## src/design/stt_pkg.sv

```systemverilog
// Package for the timer slot table: sizes, action and status codes, sequencer states.
// No dependencies; used by every module of the block.
package stt_pkg;

	localparam int SLOTS     = 16;
	localparam int TICK_BITS = 32;
	localparam int SLOT_W    = (SLOTS > 1) ? $clog2(SLOTS) : 1;
	localparam int CNT_W     = $clog2(SLOTS + 1);

	localparam logic [2:0] ACT_SET_ONESHOT   = 3'd0;
	localparam logic [2:0] ACT_SET_PERIODIC  = 3'd1;
	localparam logic [2:0] ACT_CLR_ONESHOT   = 3'd2;
	localparam logic [2:0] ACT_CLR_PERIODIC  = 3'd3;
	localparam logic [2:0] ACT_TICK          = 3'd4;

	typedef enum logic [2:0] {
		STAT_SET_OK = 3'd0,
		STAT_FULL   = 3'd1,
		STAT_CLEAR  = 3'd2,
		STAT_FIRED  = 3'd3,
		STAT_DONE   = 3'd4
	} status_t;

	typedef enum logic [2:0] {
		ST_IDLE,
		ST_SET,
		ST_CLEAR,
		ST_TICK,
		ST_DONE
	} state_t;

	typedef logic [TICK_BITS-1:0] tick_t;

endpackage

```

## src/design/software_timer_slot_table.sv

```systemverilog
// Timer slot table top level: sequencer, slot storage and result register.
// Depends on stt_pkg and stt_fire_chk. The shared compare examines one slot per cycle.
// A set scans for the lowest free slot; a clear by id frees that slot; a clear all scans every
// slot; a tick reports each firing slot as it is examined, then a done result.
// A new transfer is accepted only when the sequencer is idle (busy low).
// No stalls; reset frees all slots.
module software_timer_slot_table import stt_pkg::*; (
	input  logic        clk,
	input  logic        arst_n,
	input  logic        start,
	output logic        busy,
	input  logic [2:0]  action,
	input  logic [31:0] now,
	input  logic [31:0] wait_req,
	input  logic        clear_all,
	input  logic [3:0]  slot_id,
	output logic        valid,
	output logic [2:0]  status,
	output logic [3:0]  slot_out,
	output logic [4:0]  freed_count,
	output logic        last
);

	state_t state_q, state_d;

	logic [2:0]        action_q;
	tick_t             now_q;
	tick_t             wait_q;
	logic              all_q;
	logic [3:0]        id_q;
	logic [SLOT_W-1:0] idx_q;
	logic [CNT_W-1:0]  cnt_q;

	logic [SLOTS-1:0]  slot_active_q;
	logic [SLOTS-1:0]  slot_periodic_q;
	tick_t             slot_start_q [SLOTS];
	tick_t             slot_wait_q  [SLOTS];

	logic              accept;
	logic              idx_last;
	logic              kind;
	logic [SLOT_W-1:0] id_idx;
	logic              id_ok;
	logic              fire;

	// table update controls
	logic              claim;
	logic              free_en;
	logic              restart;
	logic [SLOT_W-1:0] upd_idx;
	logic              cnt_inc;

	// result controls
	logic              res_valid;
	status_t           res_status;
	logic [3:0]        res_slot;
	logic [4:0]        res_cnt;
	logic              res_last;

	logic              valid_q;
	status_t           status_q;
	logic [3:0]        slot_q;
	logic [4:0]        freed_q;
	logic              last_q;

	assign busy     = (state_q != ST_IDLE);
	assign accept   = start && !busy;
	assign idx_last = (idx_q == SLOT_W'(SLOTS - 1));
	assign kind     = (action_q == ACT_CLR_PERIODIC);
	assign id_idx   = SLOT_W'(id_q);
	assign id_ok    = (32'(id_q) < SLOTS);

	stt_fire_chk u_fire (
		.now        (now_q),
		.start_tick (slot_start_q[idx_q]),
		.wait_ticks (slot_wait_q[idx_q]),
		.fire       (fire)
	);

	// next state
	always_comb begin
		state_d = state_q;
		unique case (state_q)
			ST_IDLE: begin
				if (accept) begin
					priority if (action == ACT_SET_ONESHOT || action == ACT_SET_PERIODIC)
						state_d = ST_SET;
					else if (action == ACT_CLR_ONESHOT || action == ACT_CLR_PERIODIC)
						state_d = ST_CLEAR;
					else if (action == ACT_TICK)
						state_d = ST_TICK;
					else
						state_d = ST_IDLE;
				end
			end
			ST_SET: begin
				if (!slot_active_q[idx_q] || idx_last)
					state_d = ST_IDLE;
			end
			ST_CLEAR: begin
				if (!all_q || idx_last)
					state_d = ST_IDLE;
			end
			ST_TICK: begin
				if (idx_last)
					state_d = ST_DONE;
			end
			ST_DONE: state_d = ST_IDLE;
			default: state_d = ST_IDLE;
		endcase
	end

	// outputs and table controls
	always_comb begin
		claim      = 1'b0;
		free_en    = 1'b0;
		restart    = 1'b0;
		upd_idx    = idx_q;
		cnt_inc    = 1'b0;
		res_valid  = 1'b0;
		res_status = STAT_SET_OK;
		res_slot   = '0;
		res_cnt    = '0;
		res_last   = 1'b0;
		unique case (state_q)
			ST_IDLE: ;
			ST_SET: begin
				if (!slot_active_q[idx_q]) begin
					claim      = 1'b1;
					res_valid  = 1'b1;
					res_status = STAT_SET_OK;
					res_slot   = 4'(idx_q);
					res_last   = 1'b1;
				end else if (idx_last) begin
					res_valid  = 1'b1;
					res_status = STAT_FULL;
					res_last   = 1'b1;
				end
			end
			ST_CLEAR: begin
				if (all_q) begin
					if (slot_active_q[idx_q] && slot_periodic_q[idx_q] == kind) begin
						free_en = 1'b1;
						cnt_inc = 1'b1;
					end
					if (idx_last) begin
						res_valid  = 1'b1;
						res_status = STAT_CLEAR;
						res_cnt    = 5'(cnt_q) + 5'(cnt_inc);
						res_last   = 1'b1;
					end
				end else begin
					upd_idx    = id_idx;
					free_en    = id_ok && slot_active_q[id_idx];
					res_valid  = 1'b1;
					res_status = STAT_CLEAR;
					res_cnt    = 5'(free_en);
					res_last   = 1'b1;
				end
			end
			ST_TICK: begin
				if (slot_active_q[idx_q] && fire) begin
					res_valid  = 1'b1;
					res_status = STAT_FIRED;
					res_slot   = 4'(idx_q);
					if (slot_periodic_q[idx_q])
						restart = 1'b1;
					else
						free_en = 1'b1;
				end
			end
			ST_DONE: begin
				res_valid  = 1'b1;
				res_status = STAT_DONE;
				res_last   = 1'b1;
			end
			default: ;
		endcase
	end

	always_ff @(posedge clk or negedge arst_n) begin
		if (!arst_n) begin
			state_q <= ST_IDLE;
			idx_q   <= '0;
			cnt_q   <= '0;
			valid_q <= 1'b0;
		end else begin
			state_q <= state_d;
			valid_q <= res_valid;
			if (accept) begin
				idx_q <= '0;
				cnt_q <= '0;
			end else if (busy) begin
				idx_q <= idx_q + SLOT_W'(1);
				cnt_q <= cnt_q + CNT_W'(cnt_inc);
			end
		end
	end

	// captured transfer
	always_ff @(posedge clk) begin
		if (accept) begin
			action_q <= action;
			now_q    <= TICK_BITS'(now);
			wait_q   <= TICK_BITS'(wait_req);
			all_q    <= clear_all;
			id_q     <= slot_id;
		end
	end

	always_ff @(posedge clk or negedge arst_n) begin
		if (!arst_n) begin
			slot_active_q   <= '0;
			slot_periodic_q <= '0;
		end else begin
			if (claim) begin
				slot_active_q[upd_idx]   <= 1'b1;
				slot_periodic_q[upd_idx] <= (action_q == ACT_SET_PERIODIC);
			end else if (free_en) begin
				slot_active_q[upd_idx] <= 1'b0;
			end
		end
	end

	always_ff @(posedge clk) begin
		if (claim) begin
			slot_start_q[upd_idx] <= now_q;
			slot_wait_q[upd_idx]  <= wait_q;
		end else if (restart) begin
			slot_start_q[upd_idx] <= now_q;
		end
	end

	// result register
	always_ff @(posedge clk) begin
		if (res_valid) begin
			status_q <= res_status;
			slot_q   <= res_slot;
			freed_q  <= res_cnt;
			last_q   <= res_last;
		end
	end

	assign valid       = valid_q;
	assign status      = status_q;
	assign slot_out    = slot_q;
	assign freed_count = freed_q;
	assign last        = last_q;

endmodule

```

## src/design/stt_fire_chk.sv

```systemverilog
// Expiry compare shared by all slots: elapsed = (now - start) mod 2^TICK_BITS >= wait.
// Depends on stt_pkg.
module stt_fire_chk import stt_pkg::*; (
	input  tick_t now,
	input  tick_t start_tick,
	input  tick_t wait_ticks,
	output logic  fire
);

	tick_t elapsed;

	assign elapsed = now - start_tick;
	assign fire    = (elapsed >= wait_ticks);

endmodule

```

## config.mk

```make
export PLATFORM = sky130hd
export DESIGN_NAME = software_timer_slot_table
export DESIGN_NICKNAME = d
export VERILOG_FILES = /design/src/design/stt_pkg.sv /design/src/design/software_timer_slot_table.sv /design/src/design/stt_fire_chk.sv
export SDC_FILE = /design/constraint.sdc
export NUM_CORES = 1
export LEC_CHECK = 0
export BUFFER_PORTS_ARGS = -buffer_cell sky130_fd_sc_hd__buf_2
export CORE_ASPECT_RATIO = 0.7
export CORE_MARGIN = 5
export CORE_UTILIZATION = 35
export DETAILED_ROUTE_END_ITERATION = 10
export PLACE_DENSITY_LB_ADDON = 0.08
export SETUP_SLACK_MARGIN = 0.02
export SYNTH_ARGS = -nofsm -noshare
export SYNTH_HDL_FRONTEND = slang
export SYNTH_HIERARCHICAL = 1
export SYNTH_SLANG_ARGS = --single-unit
```

## constraint.sdc

```tcl
create_clock -name clk -period 15.2 [get_ports clk]
set_input_delay 3.04 -clock clk [delete_from_list [all_inputs] [get_ports clk]]
set_output_delay 3.04 -clock clk [all_outputs]
set_load 0.03 [all_outputs]
```

# After elaboration in Yosys (flattened, before gate mapping)
# Memories as Yosys holds them, arrays and structs flattened.
# Index checks and enable logic that the tools add are counted.
# classes
reduce_logical	18
eq_ne	16
bitwise_logic	4
muxes	62
magnitude_cmp	5
addsub	4
# op_table
operator	n
greater-or-equal comparator 32 bit	1
two-way mux 16 bit	2
two-way mux 32 bit	1
subtractor 32 bit	1
two-way mux 1 bit	30
two-way mux 4 bit	6
case mux 3 bit (4 select lines)	2
bitwise AND 16 bit	1
bitwise mux 16 bit	1
NOT 16 bit	1
bitwise OR 16 bit	1
equality test 3 x 2 -> 1 bit (second input constant)	5
less-than comparator 4 x 5 -> 1 bit (second input constant)	3
two-way mux 3 bit	5
binary-select mux 1 bit (select 4 bit)	3
adder 5 x 1 -> 5 bit	2
two-way mux 2 bit	5
two-way mux 5 bit	2
equality test 3 x 1 -> 1 bit (second input constant)	3
inequality test 2 bit (second input constant)	4
case mux 4 bit (2 select lines)	1
equality test 3 bit (second input constant)	2
zero test 3 bit	2
adder 4 x 1 -> 4 bit (second input constant)	1
other kinds (15)	24
# totals
ff_bits	130
output_inout_bits	15
in_bits	75
mem_bits_rw	1024
word_cells	127
mem_count	2
# mem_list
memory	depth	word_bits	rd	rd_clocked_by_memory_dff	wr	line_no	text
slot_start_q	16	32	1	0	1	software_timer_slot_table.sv:36	tick_t slot_start_q [SLOTS];
slot_wait_q	16	32	1	0	1	software_timer_slot_table.sv:37	tick_t slot_wait_q [SLOTS];

# Longest topological paths before layout
# Gate-level depths: netlist of run 1.
# logic_depth
ltp_word	12
ltp_mapped	30
ltp_nobuf	25

# Cells and area by module
# Netlist of run 1, hierarchy kept.
# modules_own_cells
mod	area_each_um2	seq_area_each_um2	instances	cells_per_inst
software_timer_slot_table	43939.6	34428.0	1	1858
stt_fire_chk	2718.9	0.0	1	390

# Least setup slack after synthesis of run 1
# OpenSTA, ideal clock, no wires.
# synth_path
path_kind	register to register
startpoint	register idx_q[0]
endpoint	memory slot_start_q[10][0] in the netlist's numbering, enable pin
path_buffers	6
setup_slack_ns	7.794
arrival_ns	6.985
period_less_slack_ns	7.406
t_required_ns	14.779
setup_ns	0.421
stages_incl_launch_ff	26
cell_sequence	dfrtp_1 -> buf_2 -> buf_2 -> buf_2 -> clkbuf_1 -> mux4_2 -> mux4_2 -> inv_1 -> ha_1 -> buf_6 -> a21oi_1 -> o21ai_2 -> a2111oi_4 -> nor3_1 -> a211o_2 -> mux2i_1 -> a2111oi_2 -> ha_1 -> nand4_1 -> nor4_1 -> o21ai_0 -> nand2_1 -> and4b_1 -> a21oi_1 -> buf_2 -> nor2_1
# synth_between
elab_chain_len	10
elab_cells_between_ends	22
cone_classes	1 x add/sub; 1 x order compare; 16 x mux; 1 x bitwise; 1 x reduce/logical; 2 x memory
# synth_rtl
element	line_no	text
start: declaration	software_timer_slot_table.sv:31	logic [SLOT_W-1:0] idx_q;
start signal: assignment	software_timer_slot_table.sv:194	idx_q <= idx_q + SLOT_W'(1);
memory read (16 x 32 bit)	-	
subtractor 32 bit	stt_fire_chk.sv:12	assign elapsed = now - start_tick;
greater-or-equal comparator 32 bit *	stt_fire_chk.sv:13	assign fire = (elapsed >= wait_ticks);
named net fire	software_timer_slot_table.sv:44	logic fire;
logical AND 1 bit *	software_timer_slot_table.sv:162	if (slot_active_q[idx_q] && fire) begin
two-way mux 1 bit *	software_timer_slot_table.sv:162	
two-way mux 1 bit *	software_timer_slot_table.sv:125	unique case (state_q)
two-way mux 1 bit *	software_timer_slot_table.sv:229	end else if (restart) begin
two-way mux 1 bit *	software_timer_slot_table.sv:226	if (claim) begin
two-way mux 1 bit (not written as such) *	software_timer_slot_table.sv:230	slot_start_q[upd_idx] <= now_q;
bitwise OR 1 bit (no line) *	-	
end: declaration	software_timer_slot_table.sv:36	
# The timed path passes the listed nets; every way through them passes the cells marked *. The select of a mux whose other input is x is not followed.

# Worst setup path after layout of run 1
# layout_path
startpoint	register idx_q[0]
endpoint	memory slot_start_q[12][0] in the netlist's numbering, enable pin
# Same word-level chain as after synthesis.

==> summary.txt, run 1 <==
Route
  • Post-DRT Antenna Nets: 0
  • Vias: 22616
  • Via density: 5.299
  • Routed WL: 119700 µm
  • WL per Instance: roughly 28 µm
  • First-pass iteration count of the detailed router: 5
  • Initial drt markers: 2095
  • DRC viols: 0

Clocking
  • Root buf cell: clkbuf_16
  • Clk sinks: ~1200
  • CTS tree: done
  • Clk pin slew, worst setup/hold paths: roughly 0.070 ns
  • Post-CTS setup buffers: 0
  • CTS Hold Bufs: 0
  • Clock Path Buffers: 3
  • Num CTS Buffers: around 110
  • Post-cts resize count: 0
  • Skew-Pair Late Insertion Delay: 0.73 ns
  • H-Tree Depth: 3

GRT
  • GRT Util Overall: 17.14%
  • Total gr overflow: 0
  • Initial antenna violation count: 4
  • Largest net degree at the start of global routing: between 90 and 100
  • Vias in the first global route: about 24000
  • First-pass GRT wire length: about 170000 µm

STA
  • Rel. slew slack: 24.35%
  • Fin worst setup slack: 6.204 ns
  • Slew Viols, Final: 0
  • Period utilization: between 50% and 60%
  • Worst Clk Skew: roughly 0.023 ns
  • Measured slew at the worst slew-check pin: 1.132 ns
  • Final setup violation count: 0
  • RSZ-0062 raised after global routing: false
  • Setup TNS: 0 ns
  • Hold Violations, Final: 0
  • Min Tclk post-route: between 8 and 9 ns
  • F_max: around 0.11 GHz

Cells and area
  • Fraction of layout cells with a size suffix above 1: between 20% and 30%
  • Layout overhead on the synthesized area: 13.86%
  • Nets: between 2000 and 3000
  • Fin cells: between 4000 and 5000
  • Fillcell total: about 12000

Status
  • Status: complete, no violations

Place
  • Placed cell count: about 4000
  • Detailed Place HPWL: a little under 70000 µm
  • PortBufs: 89
  • Placer Congestion: a little under 0.8
  • Pre-CTS setup slack: slightly above 6 ns

Die
  • Core Area: around 0.13 mm²
  • Starting Density: a little over a third
  • Io pins: 90
  • Chip Height: 315.5 µm
  • Area of the die: 0.1408 mm²
  • # rows: approximately 110
  • Die width: around 450 µm

Logic synthesis
  • Top post-synthesis cells by count: edfxtp_1, mux4_2, inv_1
  • Area share of the largest cell type after synthesis: a little under three quarters
  • Mean Syn Cell Area: 20.76 µm²
  • Synthesized cell area: 0.04666 mm²
  • Synth area leaders: edfxtp_1, mux4_2, dfrtp_1
  • Ys async rst share: just under 4%
  • Post-synth cell types: between 70 and 80
  • Yosys Warn Count: 6
  • Number of synthesized flops with an enable pin: roughly 1100
  • Syn nets: 2392
  • Top-count cell post-synth: edfxtp_1
  • Syn Inst Count: approximately 2200
  • Top_reg_cell synth: edfxtp_1
  • Sequential share of the synthesized area: approximately 74%
  • Seq cells post-synth: 1154
  • Area leader, netlist: edfxtp_1

Pwr
  • Power Dens Cells: 191.9 mW/mm²
  • Overall power: 10200 µW
  • Max IR drop VDD: between 100 and 150 µV
  • Leakage: approximately 0.017 µW

Critical path
  • Slowest CP cell: dfrtp_4
  • CP Depth: 24
  • Worst setup EP type: flip-flop
  • Reg2Reg Setup Slack: approximately 6.2 ns
  • Critical Path Source Type: flip-flop
  • CP required: 15.58 ns
  • WS Path Type: reg -> reg
  • Crit-path cells: buf_12, buf_4, mux4_2, mux4_2, inv_1, ha_1, a21oi_1, o21ai_2, a2111oi_4, nor3_1, a211o_2, mux2i_1, a2111oi_2, ha_1, a21o_1, a21o_1, a21oi_1, o21ai_0, a21oi_1, nand2_1, and4b_1, a21oi_4, nor2_4, buf_4
  • Largest stage delay, worst path: around 0.95 ns
  • Critical Path Fanout Max: 76
  • CP dominant cell by count: a21oi_1
  • Top delay family on crit path: compound AO/OA/AOI/OAI gates
  • RR Endpoint: slot_start_q[12][0]
  • Arrival time worst endpoint: 9.38 ns
  • RR Startpoint: idx_q[0]
  • Worst Path Buf+Inv: 4
  • FF-to-FF path depth: 24

Hold path
  • Hold path cells: 1
  • Worst hold path class: reg -> reg
  • WHS Endpoint: slot_periodic_q[8]
  • Min-Delay Startpoint: slot_periodic_q[8]

Flow run
  • Max-Cap Viols: 0
## worst max path at each step
stage	end	from	slack, ns
finish	slot_start_q[12][0]	idx_q[0]	6.20
global route	slot_start_q[4][12]	idx_q[0]	5.49
CTS	slot_start_q[4][8]	idx_q[0]	6.02
detailed placement	slot_start_q[4][7]	idx_q[0]	6.06
global placement	slot_start_q[4][2]	idx_q[0]	6.08
floorplan	slot_start_q[10][0]	idx_q[0]	7.79
## sequential cells by signal, summed over array words and instances (netlist names), 3 cells and up, named ones only
signal and cells:
state_q 3, action_q 3, now_q 32, wait_q 32, slot_start_q 512, idx_q 4, id_idx 4, status 3
cnt_q 5, slot_out 4, slot_periodic_q 16, slot_wait_q 512, freed_count 5
## area by class of cell
type / instances / area [µm²] / share of cell area, %
antenna: 2 / 5.005 / 0.009420
clock buffer: 146 / 3015 / 5.676
clock inverter: 66 / 581.8 / 1.095
inverter: 90 / 340.3 / 0.6406
multi-input combinational: 902 / 11640 / 21.92
sequential: 1154 / 34440 / 64.83
tap: 1767 / 2211 / 4.161
timing repair buffer: 141 / 885.9 / 1.667
## cell families (layout without fill, tap and decap cells)
logic type	count (synthesis)	after routing	share of synthesized area [%]
AOI/OAI and AO/OA	193	193	2.773
xor gates and xnor gates	32	32	0.6007
adders and majority gates	69	69	1.866
buffers and inverters	192	443	1.740
DFF	1154	1154	73.79
muxes	365	365	16.61
other	0	2	0
and+or+nand+nor	243	243	2.620
## through the flow
stage | instance area, µm² | hold WS (ns) | util, %
3_5_place_dp | 49530 | 0.4743 | 37.28
6_report | 53130 | 0.4847 | 39.99
4_1_cts | 53120 | 0.4893 | 39.99
2_1_floorplan | 46660 | 0.4575 | -
5_1_grt | 53120 | 0.5186 | 39.99
3_3_place_gp | 49530 | 0.4698 | 37.28
## cell usage in the layout (no fill, tap or decap), types with 18 or more instances in the layout
| master | instances |
|---|---|
| mux2_2 | 24 |
| dfrtp_1 | 41 |
| buf_2 | 89 |
| clkbuf_16 | 116 |
| buf_4 | 48 |
| inv_1 | 88 |
| nor2_4 | 26 |
| clkbuf_1 | 30 |
| edfxtp_1 | 1109 |
| a21o_1 | 26 |
| o21ai_0 | 36 |
| nand3_1 | 18 |
| nor2_1 | 36 |
| nand4_1 | 20 |
| clkinv_1 | 30 |
| mux4_2 | 325 |
| nand2_1 | 67 |
| ha_1 | 68 |
| a21oi_1 | 49 |
## power by group
group          leakage, µW  internal [µW]  switching, µW  total, µW
Clock              0.00173           1550           1200       2750
Sequential          0.0106           3820            258       4070
Combinational      0.00472           1450           1920       3370
Total               0.0170           6820           3380      10200
## routing by layer
layer	routed length [µm]	global-route usage (%)	vias to the layer above
met5	13	0	-
met4	2031	3.259	2
met3	5794	3.289	143
met2	53700	25.80	559
met1	58210	26.24	12269
li1	-	-	9643
Power figures use the tool's default switching activity.
==> inputs of run 2 (changes only) <==
==> constraint.sdc (replaced) <==
create_clock -name clk -period 9.05 [get_ports clk]
set_input_delay 1.81 -clock clk [delete_from_list [all_inputs] [get_ports clk]]
set_output_delay 1.81 -clock clk [all_outputs]
set_load 0.03 [all_outputs]
==> summary.txt, run 2 (synthesis results as in run 1) <==
Status
  • Status: complete, no violations

Route
  • Met2 WL: 54740 µm (+1.9%)
  • Post-DRT Antenna Nets: 0 (unchanged)
  • DR top layer: met4
  • DRC viols: 0 (unchanged)
  • Vias: 22622 (+0.027%)
  • Initial drt markers: 1838 (-12%)
  • Met1 wire length: 58440 µm (+0.40%)
  • WL per Instance: 28.18 µm (+0.43%)
  • Routed WL: 120900 µm (+0.94%)
  • First-pass iteration count of the detailed router: 6 (+1)
  • Via density: 5.273 (-0.49%)
  • Met3 wire len: 5840 µm (+0.79%)

Die
  • # rows: 112 (unchanged)
  • Core Area: 0.1328 mm² (unchanged)
  • Chip Height: 315.5 µm (unchanged)
  • Io pins: 90 (unchanged)
  • Die width: 446.4 µm (unchanged)
  • Area of the die: 0.1408 mm² (unchanged)
  • Starting Density: 35.12% (unchanged)

Critical path
  • Largest stage delay, worst path: 0.69 ns (-0.26 ns)
  • Crit-path cells: buf_12, buf_4, mux4_2, mux4_2, ha_1, nand2b_1, a211oi_2, o2111ai_2, o22ai_1, nor2_1, o21ai_0, xor2_1, ha_1, nand4_1, nor4_1, o21ai_0, nand2_1, and4b_1, a21oi_4, nor2_4, buf_4
  • Critical Path Fanout Max: 32 (-58%)
  • CP required: 9.39 ns (-6.19 ns)
  • Worst Path Buf+Inv: 3 (-1)
  • Top delay family on crit path: simple AND/OR/NAND/NOR gates
  • Worst setup EP type: flip-flop
  • Arrival time worst endpoint: 8.11 ns (-1.27 ns)
  • Slowest CP cell: dfrtp_4
  • WS Path Type: reg -> reg
  • Critical Path Source Type: flip-flop

Place
  • Placed cell count: 4069 (+0.37%)
  • PortBufs: 89 (unchanged)
  • Placer Congestion: 0.7763 (-0.81%)
  • Detailed Place HPWL: 68460 µm (+1.4%)

Clocking
  • Root buf cell: clkbuf_16
  • Clk sinks: 1154 (unchanged)
  • CTS Hold Bufs: 0 (unchanged)
  • CTS tree: done
  • Clock Path Buffers: 3 (unchanged)
  • Num CTS Buffers: 116 (+1.8%)
  • Post-cts resize count: 0 (unchanged)
  • Clk pin slew, worst setup/hold paths: 0.06 ns (about the same)
  • Post-CTS setup buffers: 0 (unchanged)
  • H-Tree Depth: 3 (unchanged)
  • Skew-Pair Late Insertion Delay: 0.74 ns (about the same)

Pwr
  • Max IR drop VDD: 189.4 µV (+63%)
  • Leakage: 0.01726 µW (+1.3%)
  • Power Dens Cells: 327.2 mW/mm² (+70%)

Cells and area
  • Layout overhead on the synthesized area: 14.70%
  • Fin cells: 4290 (+0.52%)
  • Fraction of layout cells with a size suffix above 1: 29.31% (+1.1 points)
  • Biggest regs: slot_start_q (512), slot_wait_q (512)
  • Nets: 2564 (+0.67%)
  • Commonest non-fill, non-tap cell in the layout: edfxtp_1
  • Most frequent cells in the layout: edfxtp_1, mux4_2, clkbuf_16, buf_2, inv_1

STA
  • F_max: 0.1287 GHz (+16%)
  • Setup TNS: 0 ns (unchanged)
  • Slew Viols, Final: 0 (unchanged)
  • Hold Violations, Final: 0 (unchanged)
  • Period utilization: 85.85% (+27 points)
  • Measured slew at the worst slew-check pin: 1.144 ns (+0.01196 ns)
  • RSZ-0062 raised after global routing: false
  • Final setup violation count: 0 (unchanged)
  • Worst Clk Skew: 0.03218 ns (+0.008743 ns)
  • Min Tclk post-route: 7.769 ns (-1.227 ns)
  • Rel. slew slack: 23.55% (-0.80 points)

GRT
  • GRT Util Overall: 17.25% (+0.11 points)
  • First-pass GRT wire length: 174500 µm (+0.35%)
  • Initial antenna violation count: 6 (+2)
  • Total gr overflow: 0 (unchanged)
  • Largest net degree at the start of global routing: 81 (-13%)
  • Vias in the first global route: 23836 (-0.76%)

Flow run
  • Max-Cap Viols: 0 (unchanged)

Hold path
  • Worst hold path class: reg -> reg
-- run 2: changes by cell type in the layout (fill, tap and decap cells not counted), sizes merged --
cell      delta
bufinv       +5
clkinv      +11
inv          +2
clkbuf       -9
clkinvlp     -2
buf         +15
-- run 2: per-stage QoR --
stage / hold slack (ns) / instance area [µm²] / setup WS (ns) / util, % / power (µW)
finish: 0.5055 / 53520 / 1.281 / 40.28 / 17510
global route: 0.5240 / 53510 / 0.8468 / 40.28 / 18470
CTS: 0.5071 / 53510 / 1.310 / 40.28 / 17760
detailed placement: 0.4916 / 49680 / 1.349 / 37.40 / 12810
global placement: 0.4726 / 49670 / 1.337 / 37.39 / 12770
floorplan: 0.4575 / 46660 / 1.644 / - / 10840
-- run 2: cell type report --
class | instances | area (µm²)
Tap cell | 1767 | 2211
Timing Repair Buffer | 156 | 1036
Inverter | 90 | 340.3
Antenna cell | 2 | 5.005
Clock inverter | 82 | 807.0
Sequential cell | 1154 | 34440
Fill cell | 11837 | 79330
Clock buffer | 137 | 3024
Multi-Input combinational cell | 902 | 11650
-- run 2: where the power goes --
part | internal [µW] | leakage (µW) | total (µW) | switching [µW]
clock | 2790 | 0.00187 | 4890 | 2100
sequential | 6410 | 0.0106 | 6840 | 426
combinational | 2500 | 0.00481 | 5790 | 3290
total | 11700 | 0.0173 | 17500 | 5810
-- run 2: routing by layer --
| layer | GRT usage [%] | up-vias |
|---|---|---|
| met1 | 26.16 | 12263 |
| li1 | - | 9673 |
| met2 | 26.40 | 550 |
| met5 | 0 | - |
| met4 | 3.289 | 0 |
| met3 | 3.096 | 136 |
-- run 2: worst paths after layout --
kind                            cells past startpoint             endpoint  slack (ns)           startpoint
worst max-delay path                               21   slot_start_q[6][0]        1.28             idx_q[0]
worst min-delay path                                1  slot_periodic_q[11]        0.51  slot_periodic_q[11]
worst max register to register                     21   slot_start_q[6][0]        1.28             idx_q[0]
worst min register to register                      1  slot_periodic_q[11]        0.51  slot_periodic_q[11]
max in group asynchronous                           2             idx_q[0]        7.22               arst_n
min in group asynchronous                           2            async pin        1.19               arst_n
-- run 2: worst register-to-register path, stage by stage, from the launching register on --
cell,delay [ns]
dfrtp_4,0.69
buf_12,0.33
buf_4,0.32
mux4_2,0.54
mux4_2,0.50
ha_1,0.22
nand2b_1,0.18
a211oi_2,0.31
o2111ai_2,0.24
o22ai_1,0.49
nor2_1,0.21
o21ai_0,0.23
xor2_1,0.10
ha_1,0.30
nand4_1,0.16
nor4_1,0.63
o21ai_0,0.23
nand2_1,0.25
and4b_1,0.34
a21oi_4,0.29
nor2_4,0.16
buf_4,0.61
